`src/sv/chsat_pkg.sv`:
```
// Shared types and constants of the CHS sector address tracker.
`default_nettype none

package chsat_pkg;

    localparam int unsigned CYL_W   = 16;
    localparam int unsigned HEAD_W  = 4;
    localparam int unsigned SEC_W   = 8;
    localparam int unsigned CNT_W   = 8;
    localparam int unsigned HEADS_W = 5;
    localparam int unsigned SPT_W   = 8;
    localparam int unsigned LBA_W   = 32;
    localparam int unsigned PROD1_W = CYL_W + HEADS_W + 1;
    localparam int unsigned PROD2_W = PROD1_W + SPT_W;

    localparam int unsigned APB_DATA_W = 32;
    localparam int unsigned APB_ADDR_W = 4;

    localparam logic [HEADS_W-1:0] HEADS_RESET = 5'd16;
    localparam logic [SPT_W-1:0]   SPT_RESET   = 8'd63;

    typedef enum logic {
        OP_LOAD        = 1'b0,
        OP_SECTOR_DONE = 1'b1
    } t_op;

    typedef enum logic [1:0] {
        REG_HEADS_UNIT0 = 2'd0,
        REG_SPT_UNIT0   = 2'd1,
        REG_HEADS_UNIT1 = 2'd2,
        REG_SPT_UNIT1   = 2'd3
    } t_reg_idx;

    typedef struct packed {
        logic              operation;
        logic              drive_unit;
        logic [CYL_W-1:0]  start_cylinder;
        logic [HEAD_W-1:0] start_head;
        logic [SEC_W-1:0]  start_sector;
        logic [CNT_W-1:0]  start_count;
    } t_in_item;

    typedef struct packed {
        logic [LBA_W-1:0]  lba;
        logic [CYL_W-1:0]  cur_cylinder;
        logic [HEAD_W-1:0] cur_head;
        logic [SEC_W-1:0]  cur_sector;
        logic [CNT_W-1:0]  remaining;
        logic              transfer_end;
    } t_out_item;

    typedef struct packed {
        logic [HEADS_W-1:0] heads_unit0;
        logic [SPT_W-1:0]   spt_unit0;
        logic [HEADS_W-1:0] heads_unit1;
        logic [SPT_W-1:0]   spt_unit1;
    } t_geom;

    typedef struct packed {
        logic accept;
        logic mul1;
        logic mul2;
        logic load_out;
    } t_dp_cmd;

endpackage

`default_nettype wire

```
`src/sv/chsat_regs.sv`:
```
// APB geometry registers of the two drive units.
`default_nettype none

module chsat_regs import chsat_pkg::*; (
    input  wire logic                  i_clk,
    input  wire logic                  i_rst_n,
    input  wire logic                  psel,
    input  wire logic                  penable,
    input  wire logic                  pwrite,
    input  wire logic [APB_ADDR_W-1:0] paddr,
    input  wire logic [APB_DATA_W-1:0] pwdata,
    output logic      [APB_DATA_W-1:0] prdata,
    output logic                       pready,
    output t_geom                      o_geom
);

    t_geom    r_geom;
    t_geom    n_geom;
    t_reg_idx w_idx;
    logic     w_wr;

    assign w_idx  = t_reg_idx'(paddr[3:2]);
    assign w_wr   = psel && penable && pwrite;
    assign pready = 1'b1;
    assign o_geom = r_geom;

    always_comb begin
        n_geom = r_geom;
        if (w_wr) begin
            unique case (w_idx)
                REG_HEADS_UNIT0: n_geom.heads_unit0 = pwdata[HEADS_W-1:0];
                REG_SPT_UNIT0:   n_geom.spt_unit0   = pwdata[SPT_W-1:0];
                REG_HEADS_UNIT1: n_geom.heads_unit1 = pwdata[HEADS_W-1:0];
                REG_SPT_UNIT1:   n_geom.spt_unit1   = pwdata[SPT_W-1:0];
                default:         n_geom = r_geom;
            endcase
        end
    end

    always_comb begin
        unique case (w_idx)
            REG_HEADS_UNIT0: prdata = {{(APB_DATA_W-HEADS_W){1'b0}}, r_geom.heads_unit0};
            REG_SPT_UNIT0:   prdata = {{(APB_DATA_W-SPT_W){1'b0}}, r_geom.spt_unit0};
            REG_HEADS_UNIT1: prdata = {{(APB_DATA_W-HEADS_W){1'b0}}, r_geom.heads_unit1};
            REG_SPT_UNIT1:   prdata = {{(APB_DATA_W-SPT_W){1'b0}}, r_geom.spt_unit1};
            default:         prdata = '0;
        endcase
    end

    always_ff @(posedge i_clk) begin
        if (!i_rst_n) begin
            r_geom.heads_unit0 <= HEADS_RESET;
            r_geom.spt_unit0   <= SPT_RESET;
            r_geom.heads_unit1 <= HEADS_RESET;
            r_geom.spt_unit1   <= SPT_RESET;
        end else begin
            r_geom <= n_geom;
        end
    end

endmodule

`default_nettype wire

```
`src/sv/chsat_ctrl.sv`:
```
// Sequencing state machine and output word valid of the tracker.
`default_nettype none

module chsat_ctrl import chsat_pkg::*; (
    input  wire logic i_clk,
    input  wire logic i_rst_n,
    input  wire logic i_in_valid,
    output logic      o_in_ready,
    output logic      o_out_valid,
    input  wire logic i_out_ready,
    output t_dp_cmd   o_cmd
);

    typedef enum logic [3:0] {
        S_IDLE = 4'b0001,
        S_MUL1 = 4'b0010,
        S_MUL2 = 4'b0100,
        S_DONE = 4'b1000
    } t_state;

    t_state r_state;
    t_state n_state;
    logic   r_out_valid;
    logic   n_out_valid;
    logic   w_free;

    assign w_free      = !r_out_valid || i_out_ready;
    assign o_in_ready  = (r_state == S_IDLE);
    assign o_out_valid = r_out_valid;

    always_comb begin
        n_state = r_state;
        o_cmd   = '0;
        unique case (r_state)
            S_IDLE: begin
                if (i_in_valid) begin
                    o_cmd.accept = 1'b1;
                    n_state      = S_MUL1;
                end
            end
            S_MUL1: begin
                o_cmd.mul1 = 1'b1;
                n_state    = S_MUL2;
            end
            S_MUL2: begin
                o_cmd.mul2 = 1'b1;
                n_state    = S_DONE;
            end
            S_DONE: begin
                if (w_free) begin
                    o_cmd.load_out = 1'b1;
                    n_state        = S_IDLE;
                end
            end
            default: n_state = S_IDLE;
        endcase
    end

    always_comb begin
        n_out_valid = r_out_valid;
        if (o_cmd.load_out) begin
            n_out_valid = 1'b1;
        end else if (i_out_ready) begin
            n_out_valid = 1'b0;
        end
    end

    always_ff @(posedge i_clk) begin
        if (!i_rst_n) begin
            r_state     <= S_IDLE;
            r_out_valid <= 1'b0;
        end else begin
            r_state     <= n_state;
            r_out_valid <= n_out_valid;
        end
    end

    a_accept_starts: assert property (@(posedge i_clk) disable iff (!i_rst_n)
        (i_in_valid && o_in_ready) |=> (r_state == S_MUL1))
        else $error("accepted word did not start the multiply sequence");

    a_load_when_free: assert property (@(posedge i_clk) disable iff (!i_rst_n)
        o_cmd.load_out |-> (!r_out_valid || i_out_ready))
        else $error("output word overwritten before it was taken");

    a_load_sets_valid: assert property (@(posedge i_clk) disable iff (!i_rst_n)
        o_cmd.load_out |=> r_out_valid)
        else $error("loaded output word not marked valid");

endmodule

`default_nettype wire

```
`src/sv/chsat_dp.sv`:
```
// Position registers, sector advance and two-step LBA datapath.
`default_nettype none

module chsat_dp import chsat_pkg::*; (
    input  wire logic     i_clk,
    input  wire logic     i_rst_n,
    input  wire t_dp_cmd  i_cmd,
    input  wire t_in_item i_item,
    input  wire t_geom    i_geom,
    output t_out_item     o_result
);

    logic [CYL_W-1:0]   r_cyl;
    logic [HEAD_W-1:0]  r_head;
    logic [SEC_W-1:0]   r_sec;
    logic [CNT_W-1:0]   r_left;
    logic               r_unit;
    logic [PROD1_W-1:0] r_prod1;
    logic [PROD2_W-1:0] r_prod2;
    t_out_item          r_out;

    logic [CYL_W-1:0]   n_cyl;
    logic [HEAD_W-1:0]  n_head;
    logic [SEC_W-1:0]   n_sec;
    logic [CNT_W-1:0]   n_left;
    logic               n_unit;

    logic [HEADS_W-1:0]   w_heads;
    logic [SPT_W-1:0]     w_spt;
    logic [HEADS_W-1:0]   w_head_inc;
    logic [CNT_W-1:0]     w_left_dec;
    logic [PROD1_W-2:0]   w_mul1;
    logic [PROD2_W-1:0]   w_mul2;
    logic [LBA_W-1:0]     w_lba;

    assign w_heads    = r_unit ? i_geom.heads_unit1 : i_geom.heads_unit0;
    assign w_spt      = r_unit ? i_geom.spt_unit1 : i_geom.spt_unit0;
    assign w_head_inc = {1'b0, r_head} + 5'd1;
    assign w_left_dec = r_left - 8'd1;
    assign w_mul1     = r_cyl * w_heads;
    assign w_mul2     = r_prod1 * w_spt;
    assign w_lba      = {{(LBA_W-PROD2_W){1'b0}}, r_prod2}
                        + {{(LBA_W-SEC_W){1'b0}}, r_sec} - 32'd1;
    assign o_result   = r_out;

    always_comb begin
        n_cyl  = r_cyl;
        n_head = r_head;
        n_sec  = r_sec;
        n_left = r_left;
        n_unit = r_unit;
        if (i_cmd.accept) begin
            if (t_op'(i_item.operation) == OP_LOAD) begin
                n_unit = i_item.drive_unit;
                n_cyl  = i_item.start_cylinder;
                n_head = i_item.start_head;
                n_sec  = i_item.start_sector;
                n_left = i_item.start_count;
            end else begin
                n_left = w_left_dec;
                if (w_left_dec != '0) begin
                    if (r_sec == w_spt) begin
                        n_sec = 8'd1;
                        if (w_head_inc == w_heads) begin
                            n_head = '0;
                            n_cyl  = r_cyl + 16'd1;
                        end else begin
                            n_head = w_head_inc[HEAD_W-1:0];
                        end
                    end else begin
                        n_sec = r_sec + 8'd1;
                    end
                end
            end
        end
    end

    always_ff @(posedge i_clk) begin
        if (!i_rst_n) begin
            r_cyl  <= '0;
            r_head <= '0;
            r_sec  <= 8'd1;
            r_left <= '0;
            r_unit <= 1'b0;
        end else begin
            r_cyl  <= n_cyl;
            r_head <= n_head;
            r_sec  <= n_sec;
            r_left <= n_left;
            r_unit <= n_unit;
        end
    end

    always_ff @(posedge i_clk) begin
        if (i_cmd.mul1) begin
            r_prod1 <= {1'b0, w_mul1} + {{(PROD1_W-HEAD_W){1'b0}}, r_head};
        end
        if (i_cmd.mul2) begin
            r_prod2 <= w_mul2;
        end
        if (i_cmd.load_out) begin
            r_out.lba          <= w_lba;
            r_out.cur_cylinder <= r_cyl;
            r_out.cur_head     <= r_head;
            r_out.cur_sector   <= r_sec;
            r_out.remaining    <= r_left;
            r_out.transfer_end <= (r_left == '0);
        end
    end

endmodule

`default_nettype wire

```
`src/sv/chs_sector_address_tracker_core.sv`:
```
// Top level of the CHS sector address tracker: registers, controller and datapath.
// Usage:
//   Input channel (i_valid / o_ready, word i_item): a load word latches the start
//   cylinder, head, sector, count and drive unit; a sector-done word decrements the
//   count and, while it stays nonzero, advances the position in CHS order.
//   Output channel (o_valid / i_ready, word o_result): one word per input word with
//   the position, its LBA, the remaining count and the transfer-end flag.
//   APB port: heads and sectors per track of both units at byte addresses 0, 4, 8, 12.
// Timing:
//   A word is accepted in the idle state and then passes through MUL1, MUL2 and DONE,
//   from which the output register is loaded, raising o_valid. The LBA takes two registered
//   multiplies (cylinder by heads, then by sectors per track); the next word waits for idle.
//   The output register holds a finished word while the next one is computed; if it
//   is still full when the next result is ready, the controller holds and o_ready
//   stays low until i_ready drains it.
// Reset:
//   Synchronous, active low. Position 0/0/1, count 0, unit 0, both geometries at
//   16 heads and 63 sectors per track. No output word is pending after reset.
`default_nettype none

module chs_sector_address_tracker_core import chsat_pkg::*; (
    input  wire logic                  i_clk,
    input  wire logic                  i_rst_n,
    input  wire logic                  i_valid,
    output logic                       o_ready,
    input  wire t_in_item              i_item,
    output logic                       o_valid,
    input  wire logic                  i_ready,
    output t_out_item                  o_result,
    input  wire logic                  psel,
    input  wire logic                  penable,
    input  wire logic                  pwrite,
    input  wire logic [APB_ADDR_W-1:0] paddr,
    input  wire logic [APB_DATA_W-1:0] pwdata,
    output logic      [APB_DATA_W-1:0] prdata,
    output logic                       pready
);

    t_geom   w_geom;
    t_dp_cmd w_cmd;

    chsat_regs u_regs (
        .i_clk   (i_clk),
        .i_rst_n (i_rst_n),
        .psel    (psel),
        .penable (penable),
        .pwrite  (pwrite),
        .paddr   (paddr),
        .pwdata  (pwdata),
        .prdata  (prdata),
        .pready  (pready),
        .o_geom  (w_geom)
    );

    chsat_ctrl u_ctrl (
        .i_clk       (i_clk),
        .i_rst_n     (i_rst_n),
        .i_in_valid  (i_valid),
        .o_in_ready  (o_ready),
        .o_out_valid (o_valid),
        .i_out_ready (i_ready),
        .o_cmd       (w_cmd)
    );

    chsat_dp u_dp (
        .i_clk    (i_clk),
        .i_rst_n  (i_rst_n),
        .i_cmd    (w_cmd),
        .i_item   (i_item),
        .i_geom   (w_geom),
        .o_result (o_result)
    );

endmodule

`default_nettype wire

```
`config.mk`:
```
export PLATFORM = sky130hd
export DESIGN_NAME = chs_sector_address_tracker_core
export DESIGN_NICKNAME = d
export VERILOG_FILES = /design/src/sv/chsat_pkg.sv /design/src/sv/chsat_regs.sv /design/src/sv/chsat_ctrl.sv /design/src/sv/chsat_dp.sv /design/src/sv/chs_sector_address_tracker_core.sv
export SDC_FILE = /design/constraint.sdc
export NUM_CORES = 1
export LEC_CHECK = 0
export BUFFER_PORTS_ARGS = -buffer_cell sky130_fd_sc_hd__buf_4
export CAP_MARGIN = 20
export CORE_MARGIN = 2
export CORE_UTILIZATION = 41
export CTS_CLUSTER_DIAMETER = 200
export DETAILED_ROUTE_END_ITERATION = 8
export GPL_TIMING_DRIVEN = 0
export HOLD_SLACK_MARGIN = 0.1
export PLACE_DENSITY = 0.61
export SLEW_MARGIN = 20
export SYNTH_ARGS = -nofsm -noshare
export SYNTH_HDL_FRONTEND = slang
export SYNTH_HIERARCHICAL = 1
export SYNTH_SLANG_ARGS = --single-unit
```
`constraint.sdc`:
```
create_clock -name i_clk -period 16.03 [get_ports i_clk]
set_input_delay 3.206 -clock i_clk [delete_from_list [all_inputs] [get_ports i_clk]]
set_output_delay 3.206 -clock i_clk [all_outputs]
set_load 0.05 [all_outputs]
```
==> out/qor.csv, run 1 <==
stage,metric,value,unit
outcome,status,"complete, no violations",
cts,CTS tree,done,
floorplan,Cell Rows,76,
cts,cts bufs inserted,17,
cts,"Hold-fix buffers, CTS",0,
power_and_ir_drop,Pleak,9.218,nW
worst_setup_path,R2R Path Start,u_dp/r_unit,
grt,initial antenna violation count,0,
grt,first-pass GRT wire length,66870,um
cells_and_area,ant diodes,0,
floorplan,num ports,185,
cts,number of clock sinks,189,
route,Starting DRT DRC Count,488,
route,Detailed Route WL,40170,um
worst_setup_path,Setup CP Type,in -> out,
floorplan,Initial Util,41.48,%
cells_and_area,layout cells sized above 1,11.86,%
sta,RSZ-0062 raised after global routing,false,
worst_setup_path,worst-path fanout max,10,
sta,Fmax,132.3,MHz
sta,Setup-failing EPs final,0,
route,WL/cell,15.30,um
sta,Least-Margin Pin Slew,1069,ps
route,first-pass detailed-route iteration total,6,
sta,Worst Hold Slack,438.2,ps
yosys,sequential share of the synthesized area,27.96,%
route,Vias,13110,
cts,CTS root buf,clkbuf_16,
cts,CTS H-tree depth,4,
power_and_ir_drop,Power Dens Cells,66.63,mW/mm^2
power_and_ir_drop,Peak supply drop,0.05499,mV
yosys,synth top area cells,"edfxtp_1 20%, fa_1 19%, ha_1 9.7%",
cts,clk_lat worst skew,470,ps
worst_setup_path,startpoint types,input port,
yosys,Yosys reg bits,189,
cells_and_area,nets@finish,2414,
worst_setup_path,max incr delay on CP,620,ps
grt,GRT Total Usage,18.62,%
yosys,"area leader, netlist",edfxtp_1,
worst_setup_path,crit path from,paddr[3],
placement,Placer Congestion,0.8676,
cells_and_area,synth-to-layout area growth,13.57,%
worst_setup_path,critical-path cell list,buf_4 -> buf_4 -> mux4_1 -> buf_4,
hold_path,hold wc startpoint,u_dp/r_cyl[8],
sta,fin crit share,47.15,%
route,DRC,0,
yosys,Main synth FF type,edfxtp_1,
yosys,Post-synth EDFFs,121,
run,maxcap violations,0,
worst_setup_path,crit end category,output port,
yosys,Synth top area share,20.34,%
sta,Hold Fails Final Rpt,0,
cts,"CTS clk-pin slew, worst paths",70,ps
placement,PortBufs,131,
grt,largest net degree at the start of global routing,70,
hold_path,Hold/Removal Path Class,reg -> reg,
yosys,post-synthesis cell type count,86,
sta,Tmin final,7558,ps
worst_setup_path,Critical-path top delay cell,mux4_1,
grt,grt total ovfl,0,
sta,Slew Limit Fails,0,
grt,vias in the first global route,13540,
yosys,Post-Synthesis Cells,1852,
power_and_ir_drop,Pwr Total,1.352,mW
sta,skew final,23.72,ps
worst_setup_path,crit path DAT,4350,ps
yosys,asr flop ratio synth,0,%
route,post-detailed-route count of antenna-violating nets,0,
floorplan,Die H,212.8,um
yosys,Synth Cell Area,0.01787,mm^2
cells_and_area,filler cell count,4128,
route,Vias/cell,4.992,
worst_setup_path,CP most frequent cell,buf_4,
cts,Clock Path Buffers,2,
yosys,most frequent cell after synthesis,inv_1,
yosys,Ys Warns,6,
sta,setup TNS,0,ps
floorplan,Die X,212.8,um
yosys,synth cell count leaders,"262 x inv_1, 169 x nand2_1, 167 x fa_1",
yosys,syn_area_per_cell,9.647,um^2
sta,slew margin rel.,26.69,%
cts,# resized after CTS,0,
floorplan,Die Area,0.04526,mm^2
worst_setup_path,Worst EP required,12820,ps
placement,dpl hpwl,32080,um
floorplan,Core ar.,0.04308,mm^2
cts,Post-CTS Setup Bufs,0,
flip-flops by register name (all words and copies together), names as in the netlist:
signal and cells:
u_ctrl/o_out_valid 1, u_ctrl/r_state 4, u_dp/o_result 69, u_dp/r_cyl 16, u_dp/r_head 4, u_dp/r_left 8
u_dp/r_prod1 22, u_dp/r_prod2 30, u_dp/r_sec 8, u_dp/r_unit 1, u_regs/o_geom 26
final cells by class:
cell class	instances	area [um^2]	area share [%]
plain buffers	88	476.7	2.349
clock buffers	19	454.2	2.238
clock inverters	13	145.1	0.7153
inverters	264	996.0	4.908
multi-input cells	1334	11490	56.63
flip-flops and latches	189	4995	24.61
well taps	585	732.0	3.607
repair buffers	134	1001	4.933
layout by cell type (no fill, tap or decap), types with 6 or more instances in the layout:
cell,Yosys,layout
o31ai_1,6,6
nand2_1,169,169
nand3_1,21,21
xor2_1,20,20
dfxtp_1,68,68
o2bb2ai_1,7,7
nand4_1,6,6
nor3_1,22,22
a31oi_1,14,14
a21oi_1,79,79
inv_1,262,262
nand2b_1,10,10
o21ai_0,49,49
mux2i_1,35,35
o21a_1,14,14
nor2_1,79,79
buf_4,29,161
buf_1,6,6
xnor2_1,62,62
edfxtp_1,121,121
a211oi_1,14,14
nor2b_1,60,60
inv_6,1,6
and2_1,150,150
a22oi_1,9,9
or3_1,8,8
a21o_1,38,38
conb_1,2,25
fa_1,167,167
and3_1,11,11
o211ai_1,8,8
ha_1,138,138
mux2_2,11,11
clkbuf_16,0,18
o21bai_1,16,16
clkbuf_1,48,49
critical path: cells and delay by family:
kind     cells  cell delay [ps]
mux          1              620
buf+inv      3              530
stage by stage:
stage / setup WS, ps / instances / cell area (um^2) / util [%]
3_3_place_gp: 8467 / 2591 / 19670 / 45.66
2_1_floorplan: 8631 / 1875 / 17950 / -
6_report: 8472 / 2626 / 20290 / 47.11
4_1_cts: 8457 / 2626 / 20290 / 47.11
5_1_grt: 8446 / 2626 / 20290 / 47.11
3_5_place_dp: 8457 / 2594 / 19690 / 45.72
layer usage:
metal	part of all wire, %	vias up	routed length [um]	GRT usage (%)
met2	48	295	19410	32.50
met5	0	-	0	0
met4	2.5	0	1018	6.390
met3	3.7	61	1497	2.912
li1	-	6476	-	-
met1	45	6277	18240	23.44
cells by family after synthesis:
| family | after synthesis | synth area share, % |
|---|---|---|
| simple gates | 563 | 16.37 |
| flops | 189 | 27.96 |
| buf+inv | 352 | 8.242 |
| compound gates | 307 | 11.58 |
| fa+ha+maj | 305 | 28.38 |
| mux | 52 | 3.424 |
| xor+xnor | 82 | 4.020 |
| other cells | 2 | 0.04203 |
worst paths after layout:
| kind | cells past startpoint | to | slack [ps] |
|---|---|---|---|
| setup / recovery | 4 | prdata[2] | 8470 |
| hold / removal | 0 | u_dp/o_result[29] | 440 |
| setup reg to reg | 18 | u_dp/r_prod2[27] | 9360 |
| hold reg to reg | 0 | u_dp/o_result[29] | 440 |
where the power goes:
group / switching [mW] / internal [mW]
Combinational: 0.210 / 0.156
Sequential: 0.0153 / 0.540
Clock: 0.213 / 0.218
Note: power is estimated with default switching activity, not from simulation.
==> run 2, diff against run 1 <==
Settings changed: PLACE_DENSITY 0.61 to 0.63.
Clock period 16.03 ns to 6.14 ns, I/O delays scaled along.
==> run 2 against run 1 <==
Net effect:
- via count is essentially flat
- worst hold slack gained 15 ps
- largest cell class unchanged
- power grew to 2.7 times the previous value
- design area grew 0.56%
- cell count is the same
- highest routed layer unchanged
- non-clock buffer count is the same
- register-to-register slack lost 9100 ps
- worst setup slack lost 8200 ps
- critical path type is now reg -> reg
- routed wire length is essentially flat
==> out/qor.csv, run 2 (synthesis gave the netlist of run 1 again) <==
stage,metric,value,unit,change
cts,"Hold-fix buffers, CTS",0,,unchanged
worst_setup_path,startpoint types,register,,
cells_and_area,synth-to-layout area growth,14.21,%,
cts,Post-CTS Setup Bufs,0,,unchanged
grt,grt total ovfl,0,,unchanged
power_and_ir_drop,switching part of the total,33.82,%,+1.4 points
placement,dpl hpwl,31880,um,-0.63%
floorplan,Die X,212.8,um,unchanged
route,Detailed Route WL,40190,um,about the same
grt,largest net degree at the start of global routing,70,,unchanged
cts,CTS H-tree depth,4,,unchanged
cells_and_area,ant diodes,0,,unchanged
placement,PortBufs,131,,unchanged
placement,placed instance count,2594,,unchanged
floorplan,Core ar.,0.04308,mm^2,unchanged
power_and_ir_drop,Pleak,9.248,nW,+0.33%
sta,skew final,14.44,ps,-9.279 ps
cts,"CTS clk-pin slew, worst paths",80,ps,about the same
power_and_ir_drop,Internal Pwr Total,2.382,mW,+160%
sta,Least-Margin Pin Slew,932.5,ps,-136.5 ps
cells_and_area,layout cells sized above 1,12.64,%,+0.78 points
cells_and_area,Post-Layout Inst Area,0.02041,mm^2,+0.56%
outcome,status,"complete, no violations",,
route,Vias/cell,4.993,,about the same
grt,GRT Total Usage,18.54,%,-0.072 points
placement,Placer Congestion,0.8813,,+1.6%
floorplan,Die H,212.8,um,unchanged
route,first-pass detailed-route iteration total,5,,-1
route,Vias,13110,,+0.023%
sta,Tmin final,5914,ps,
worst_setup_path,Worst EP required,6360,ps,-6460 ps
grt,initial antenna violation count,0,,unchanged
cts,cts bufs inserted,17,,unchanged
power_and_ir_drop,Seq pwr share,40.3,%,-0.8 points
cts,CTS root buf,clkbuf_16,,
sta,Setup-failing EPs final,0,,unchanged
route,WL/cell,15.30,um,about the same
sta,Hold Fails Final Rpt,0,,unchanged
route,post-detailed-route count of antenna-violating nets,0,,unchanged
worst_setup_path,worst-path fanout max,10,,unchanged
power_and_ir_drop,Comb pwr share,27.6,%,+0.5 points
sta,Worst Hold Slack,453.4,ps,+15.24 ps
cells_and_area,Largest register FFs,69,,unchanged
power_and_ir_drop,Peak supply drop,0.1909,mV,+250%
power_and_ir_drop,P_sw,1.217,mW,+180%
floorplan,Initial Util,41.48,%,unchanged
route,DRC,0,,unchanged
floorplan,Die Area,0.04526,mm^2,unchanged
sta,Fmax,169.1,MHz,
run,maxcap violations,0,,unchanged
worst_setup_path,Setup CP Type,reg -> reg,,
floorplan,Cell Rows,76,,unchanged
grt,first-pass GRT wire length,66640,um,-0.35%
route,Starting DRT DRC Count,548,,+12%
cells_and_area,"most common cell after layout, fill and taps aside",inv_1,,
cts,clk_lat worst skew,480,ps,about the same
sta,slew margin rel.,37.83,%,+11 points
cells_and_area,Non-Filler Instances,2626,,unchanged
worst_setup_path,crit end category,register,,
sta,setup TNS,0,ps,unchanged
power_and_ir_drop,Power Dens Cells,176.4,mW/mm^2,+160%
placement,placed inst area,0.01969,mm^2,unchanged
power_and_ir_drop,clock network power share,32.1,%,+0.3 points
worst_setup_path,crit path DAT,6130,ps,+1780 ps
cts,number of clock sinks,189,,unchanged
sta,fin crit share,96.31,%,
hold_path,Hold/Removal Path Class,reg -> reg,,
sta,RSZ-0062 raised after global routing,false,,
cts,CTS tree,done,,
cells_and_area,"commonest cells after routing, fill and taps aside","262 x inv_1, 169 x nand2_1, 167 x fa_1",,
cts,Clock Path Buffers,2,,unchanged
cells_and_area,nets@finish,2414,,unchanged
grt,vias in the first global route,13430,,-0.88%
cells_and_area,filler cell count,3996,,-3.2%
floorplan,num ports,185,,unchanged
sta,Slew Limit Fails,0,,unchanged
==> run 2: timing repair <==
action / 4_1_cts / 5_1_grt
gates resized for setup: 9 / 17
pin swaps: 1 / 1
setup endpoints to repair: 6 / 14
==> run 2: final cells by class <==
class                   instances  area [um^2]  share of cell area (%)
well taps                     585        732.0                   3.587
clock buffers                  17        425.4                   2.085
plain buffers                  88        485.5                   2.379
flip-flops and latches        189         4996                   24.48
multi-input cells            1334        11580                   56.75
repair buffers                134         1001                   4.905
clock inverters                15        190.2                  0.9320
inverters                     264        996.0                   4.881
==> run 2: through the flow <==
stage | utilization [%] | setup slack (ps) | power (mW)
floorplan | - | 558.5 | 2.222
global placement | 45.66 | -335.3 | 2.413
detailed placement | 45.72 | -339.9 | 2.433
CTS | 47.23 | 18.38 | 3.611
global route | 47.37 | 8.157 | 3.809
finish | 47.37 | 226.3 | 3.599
==> run 2: power by group through the flow <==
stage	registers (mW)	logic, mW	clock network (mW)
3_3_place_gp	1.48	0.936	0
2_1_floorplan	1.46	0.758	0
3_5_place_dp	1.48	0.956	0
4_1_cts	1.45	0.972	1.19
6_report	1.45	0.994	1.16
5_1_grt	1.45	1.12	1.24
==> run 2: routing by layer <==
layer,vias to the layer above,part of all wire [%],track usage (%)
li1,6474,-,-
met1,6303,45,23.50
met2,272,49,32.27
met3,63,4.0,2.942
met4,0,2.3,6.149
met5,-,0,0
==> run 2: path summary, 6_finish.rpt <==
check / from / end / slack (ps) / depth (start not counted)
hold / removal: u_dp/r_cyl[8] / u_dp/o_result[29] / 450 / 0
hold reg to reg: u_dp/r_cyl[8] / u_dp/o_result[29] / 450 / 0
setup / recovery: u_dp/r_unit / u_dp/r_prod2[27] / 230 / 19
setup reg to reg: u_dp/r_unit / u_dp/r_prod2[27] / 230 / 19
==> run 2: critical path: stages (launching register included) <==
cell and delay, ps:
dfxtp_2 440, buf_6 200, mux2_2 420, buf_2 230, and2_1 200, fa_1 410, fa_1 540, inv_1 50
fa_1 460, fa_1 540, inv_1 40, ha_1 350, o21a_1 210, o31a_1 130, o41a_1 440, a32o_1 300
a21oi_2 180, a2111oi_2 120, o41ai_2 270, xnor2_1 110
==> run 3, diff against run 2 <==
Settings changed: GPL_TIMING_DRIVEN 0 to unset.
==> run 3 against run 2 <==
Net effect:
- combinational power decreased by 4.7%
- sequential power about the same
- worst setup slack improved by 140 ps
==> out/qor.csv, run 3 (synthesis gave the netlist of run 1 again) <==
stage,metric,value,unit,change
worst_setup_path,Worst EP required,6360,ps,about the same
worst_setup_path,crit end category,register,,
route,post-detailed-route count of antenna-violating nets,0,,unchanged
cts,CTS tree,done,,
sta,RSZ-0062 raised after global routing,false,,
cells_and_area,"commonest cells after routing, fill and taps aside","262 x inv_1, 169 x nand2_1, 167 x fa_1",,
grt,initial antenna violation count,0,,unchanged
power_and_ir_drop,Pleak,9.045,nW,-2.2%
worst_setup_path,end of the worst register-to-register path,u_dp/r_prod2[28],,
hold_path,Hold/Removal Path Class,reg -> reg,,
cts,"CTS clk-pin slew, worst paths",80,ps,about the same
sta,Worst Hold Slack,481.1,ps,+27.71 ps
cells_and_area,ant diodes,0,,unchanged
route,WL/cell,14.85,um,-2.9%
grt,first-pass GRT wire length,64020,um,-3.9%
cells_and_area,synth-to-layout area growth,11.56,%,
sta,Tmin final,5777,ps,-136.8 ps
worst_setup_path,crit path DAT,6000,ps,-130 ps
worst_setup_path,worst-path fanout max,23,,+13
worst_setup_path,critical-path cell list,buf_4 -> mux2_2 -> and2_1 -> fa_1 -> fa_1 -> fa_1 -> inv_1 -> fa_1 -> inv_1 -> ha_1 -> a21o_1 -> o21ai_0 -> a31oi_1 -> nor4_1 -> o31ai_1 -> buf_4 -> a21oi_1 -> xnor2_1,,
worst_setup_path,worst reg-to-reg setup slack,360,ps,+140 ps
sta,final worst slack,363.0,ps,+136.8 ps
placement,dpl ws,257.5,ps,+597.4 ps
cts,clk_lat worst skew,470,ps,about the same
cts,"Hold-fix buffers, CTS",0,,unchanged
placement,PortBufs,133,,+1.5%
worst_setup_path,R2R Path Start,u_dp/r_unit,,
sta,Least-Margin Pin Slew,933.1,ps,+0.5469 ps
route,Vias,12830,,-2.1%
sta,Setup-failing EPs final,0,,unchanged
outcome,status,"complete, no violations",,
cts,Clock Path Buffers,2,,unchanged
worst_setup_path,max incr delay on CP,560,ps,+20 ps
grt,GRT Total Usage,17.66,%,-0.88 points
grt,vias in the first global route,13150,,-2.0%
sta,Hold Fails Final Rpt,0,,unchanged
worst_setup_path,Setup CP Type,reg -> reg,,
grt,largest net degree at the start of global routing,70,,unchanged
hold_path,hold-critical path endpoint,u_regs/o_geom[7],,
cells_and_area,Largest register FFs,69,,unchanged
grt,grt total ovfl,0,,unchanged
sta,Fmax,173.1,MHz,+2.4%
route,Starting DRT DRC Count,512,,-6.6%
run,maxcap violations,0,,unchanged
route,first-pass detailed-route iteration total,7,,+2
power_and_ir_drop,Power Dens Cells,175.7,mW/mm^2,-0.39%
power_and_ir_drop,Peak supply drop,0.1845,mV,-3.4%
floorplan,Initial Util,41.48,%,unchanged
hold_path,Hold Path Stages,2,,+2
worst_setup_path,crit path from,u_dp/r_unit,,
worst_setup_path,Critical-path top delay cell,mux2_2,,
cells_and_area,layout cells sized above 1,11.29,%,-1.3 points
floorplan,Die X,212.8,um,unchanged
worst_setup_path,reg2reg path depth,18,,-1
floorplan,Die Area,0.04526,mm^2,unchanged
cts,CTS H-tree depth,4,,unchanged
sta,fin crit share,94.09,%,-2.2 points
hold_path,hold wc startpoint,u_regs/o_geom[7],,
floorplan,Die H,212.8,um,unchanged
cells_and_area,"most common cell after layout, fill and taps aside",inv_1,,
floorplan,Cell Rows,76,,unchanged
cts,number of clock sinks,189,,unchanged
sta,setup TNS,0,ps,unchanged
route,Vias/cell,5.031,,+0.75%
floorplan,Core ar.,0.04308,mm^2,unchanged
cells_and_area,nets@finish,2339,,-3.1%
floorplan,num ports,185,,unchanged
sta,skew final,16.36,ps,+1.918 ps
sta,Slew Limit Fails,0,,unchanged
cts,CTS root buf,clkbuf_16,,
worst_setup_path,startpoint types,register,,
route,DRC,0,,unchanged
route,Detailed Route WL,37890,um,-5.7%
worst_setup_path,CP most frequent cell,fa_1,,
sta,slew margin rel.,37.80,%,about the same
placement,dpl hpwl,28930,um,-9.3%
placement,Placer Congestion,0.8361,,-5.1%
cts,cts bufs inserted,17,,unchanged
==> run 3: cell count changes in the layout (fill, tap and decap cells not counted), moves of 3 or more <==
cell      change
clkinv_8      -4
buf_1         -6
buf_6         -6
clkbuf_1     -44
buf_4        -14
mux2_2        -5
mux2_4        +5
buf_2         -3
==> run 3: cell type report <==
class / instances / area (um^2)
clock buffers: 17 / 425.4
clock inverters: 15 / 157.7
fillers: 4116 / 23140
well taps: 585 / 732.0
repair buffers: 147 / 1101
multi-input cells: 1334 / 11530
inverters: 264 / 996.0
flip-flops and latches: 189 / 4995
==> run 3: routing by layer <==
metal  wire [um]  vias up  share of wire [%]  track usage (%)
li1            -     6324                  -                -
met1       17150     6214                 45            22.13
met2       18590      241                 49            30.82
met3        1378       54                3.6            3.280
met4         777        0                2.1            5.546
met5           0        -                  0                0
==> run 3: power breakdown <==
part           internal [mW]  total, mW  switching (mW)
Clock                  0.574       1.10           0.527
Sequential              1.41       1.45          0.0441
Combinational          0.403      0.947           0.544
Total                   2.39       3.50            1.12
==> run 3: timing repair <==
action	4_1_cts	5_1_grt
resized for setup	0	7
hold endpoints to repair	0	0
endpoints found under the setup margin	0	5
buffers inserted	0	0
==> run 3: how the worst max path moves through the flow <==
stage,end,depth (start not counted)
global placement,u_dp/r_prod2[26],18
CTS,u_dp/r_prod2[27],18
finish,u_dp/r_prod2[28],18
global route,u_dp/r_prod2[26],18
detailed placement,u_dp/r_prod2[27],18
floorplan,u_dp/r_prod2[27],18
==> run 3: per-stage QoR <==
stage	utilization [%]	total power, mW	instances	area [um^2]
final	46.27	3.502	2551	19930
after global routing	46.27	3.727	2551	19930
after CTS	46.20	3.535	2550	19900
after detailed placement	44.85	2.421	2518	19320
after global placement	44.85	2.400	2518	19320
after floorplan	-	2.222	1875	17950
==> run 3: worst max-delay path, delay by kind of cell (launching register included) <==
kind	cells	cell delay, ps
AO/OA/AOI/OAI	5	1030
XOR/XNOR	1	80
adder cells (fa/ha/maj)	5	2430
buffers and inverters	4	460
flip-flops	1	330
multiplexers	1	560
AND/OR/NAND/NOR	2	630
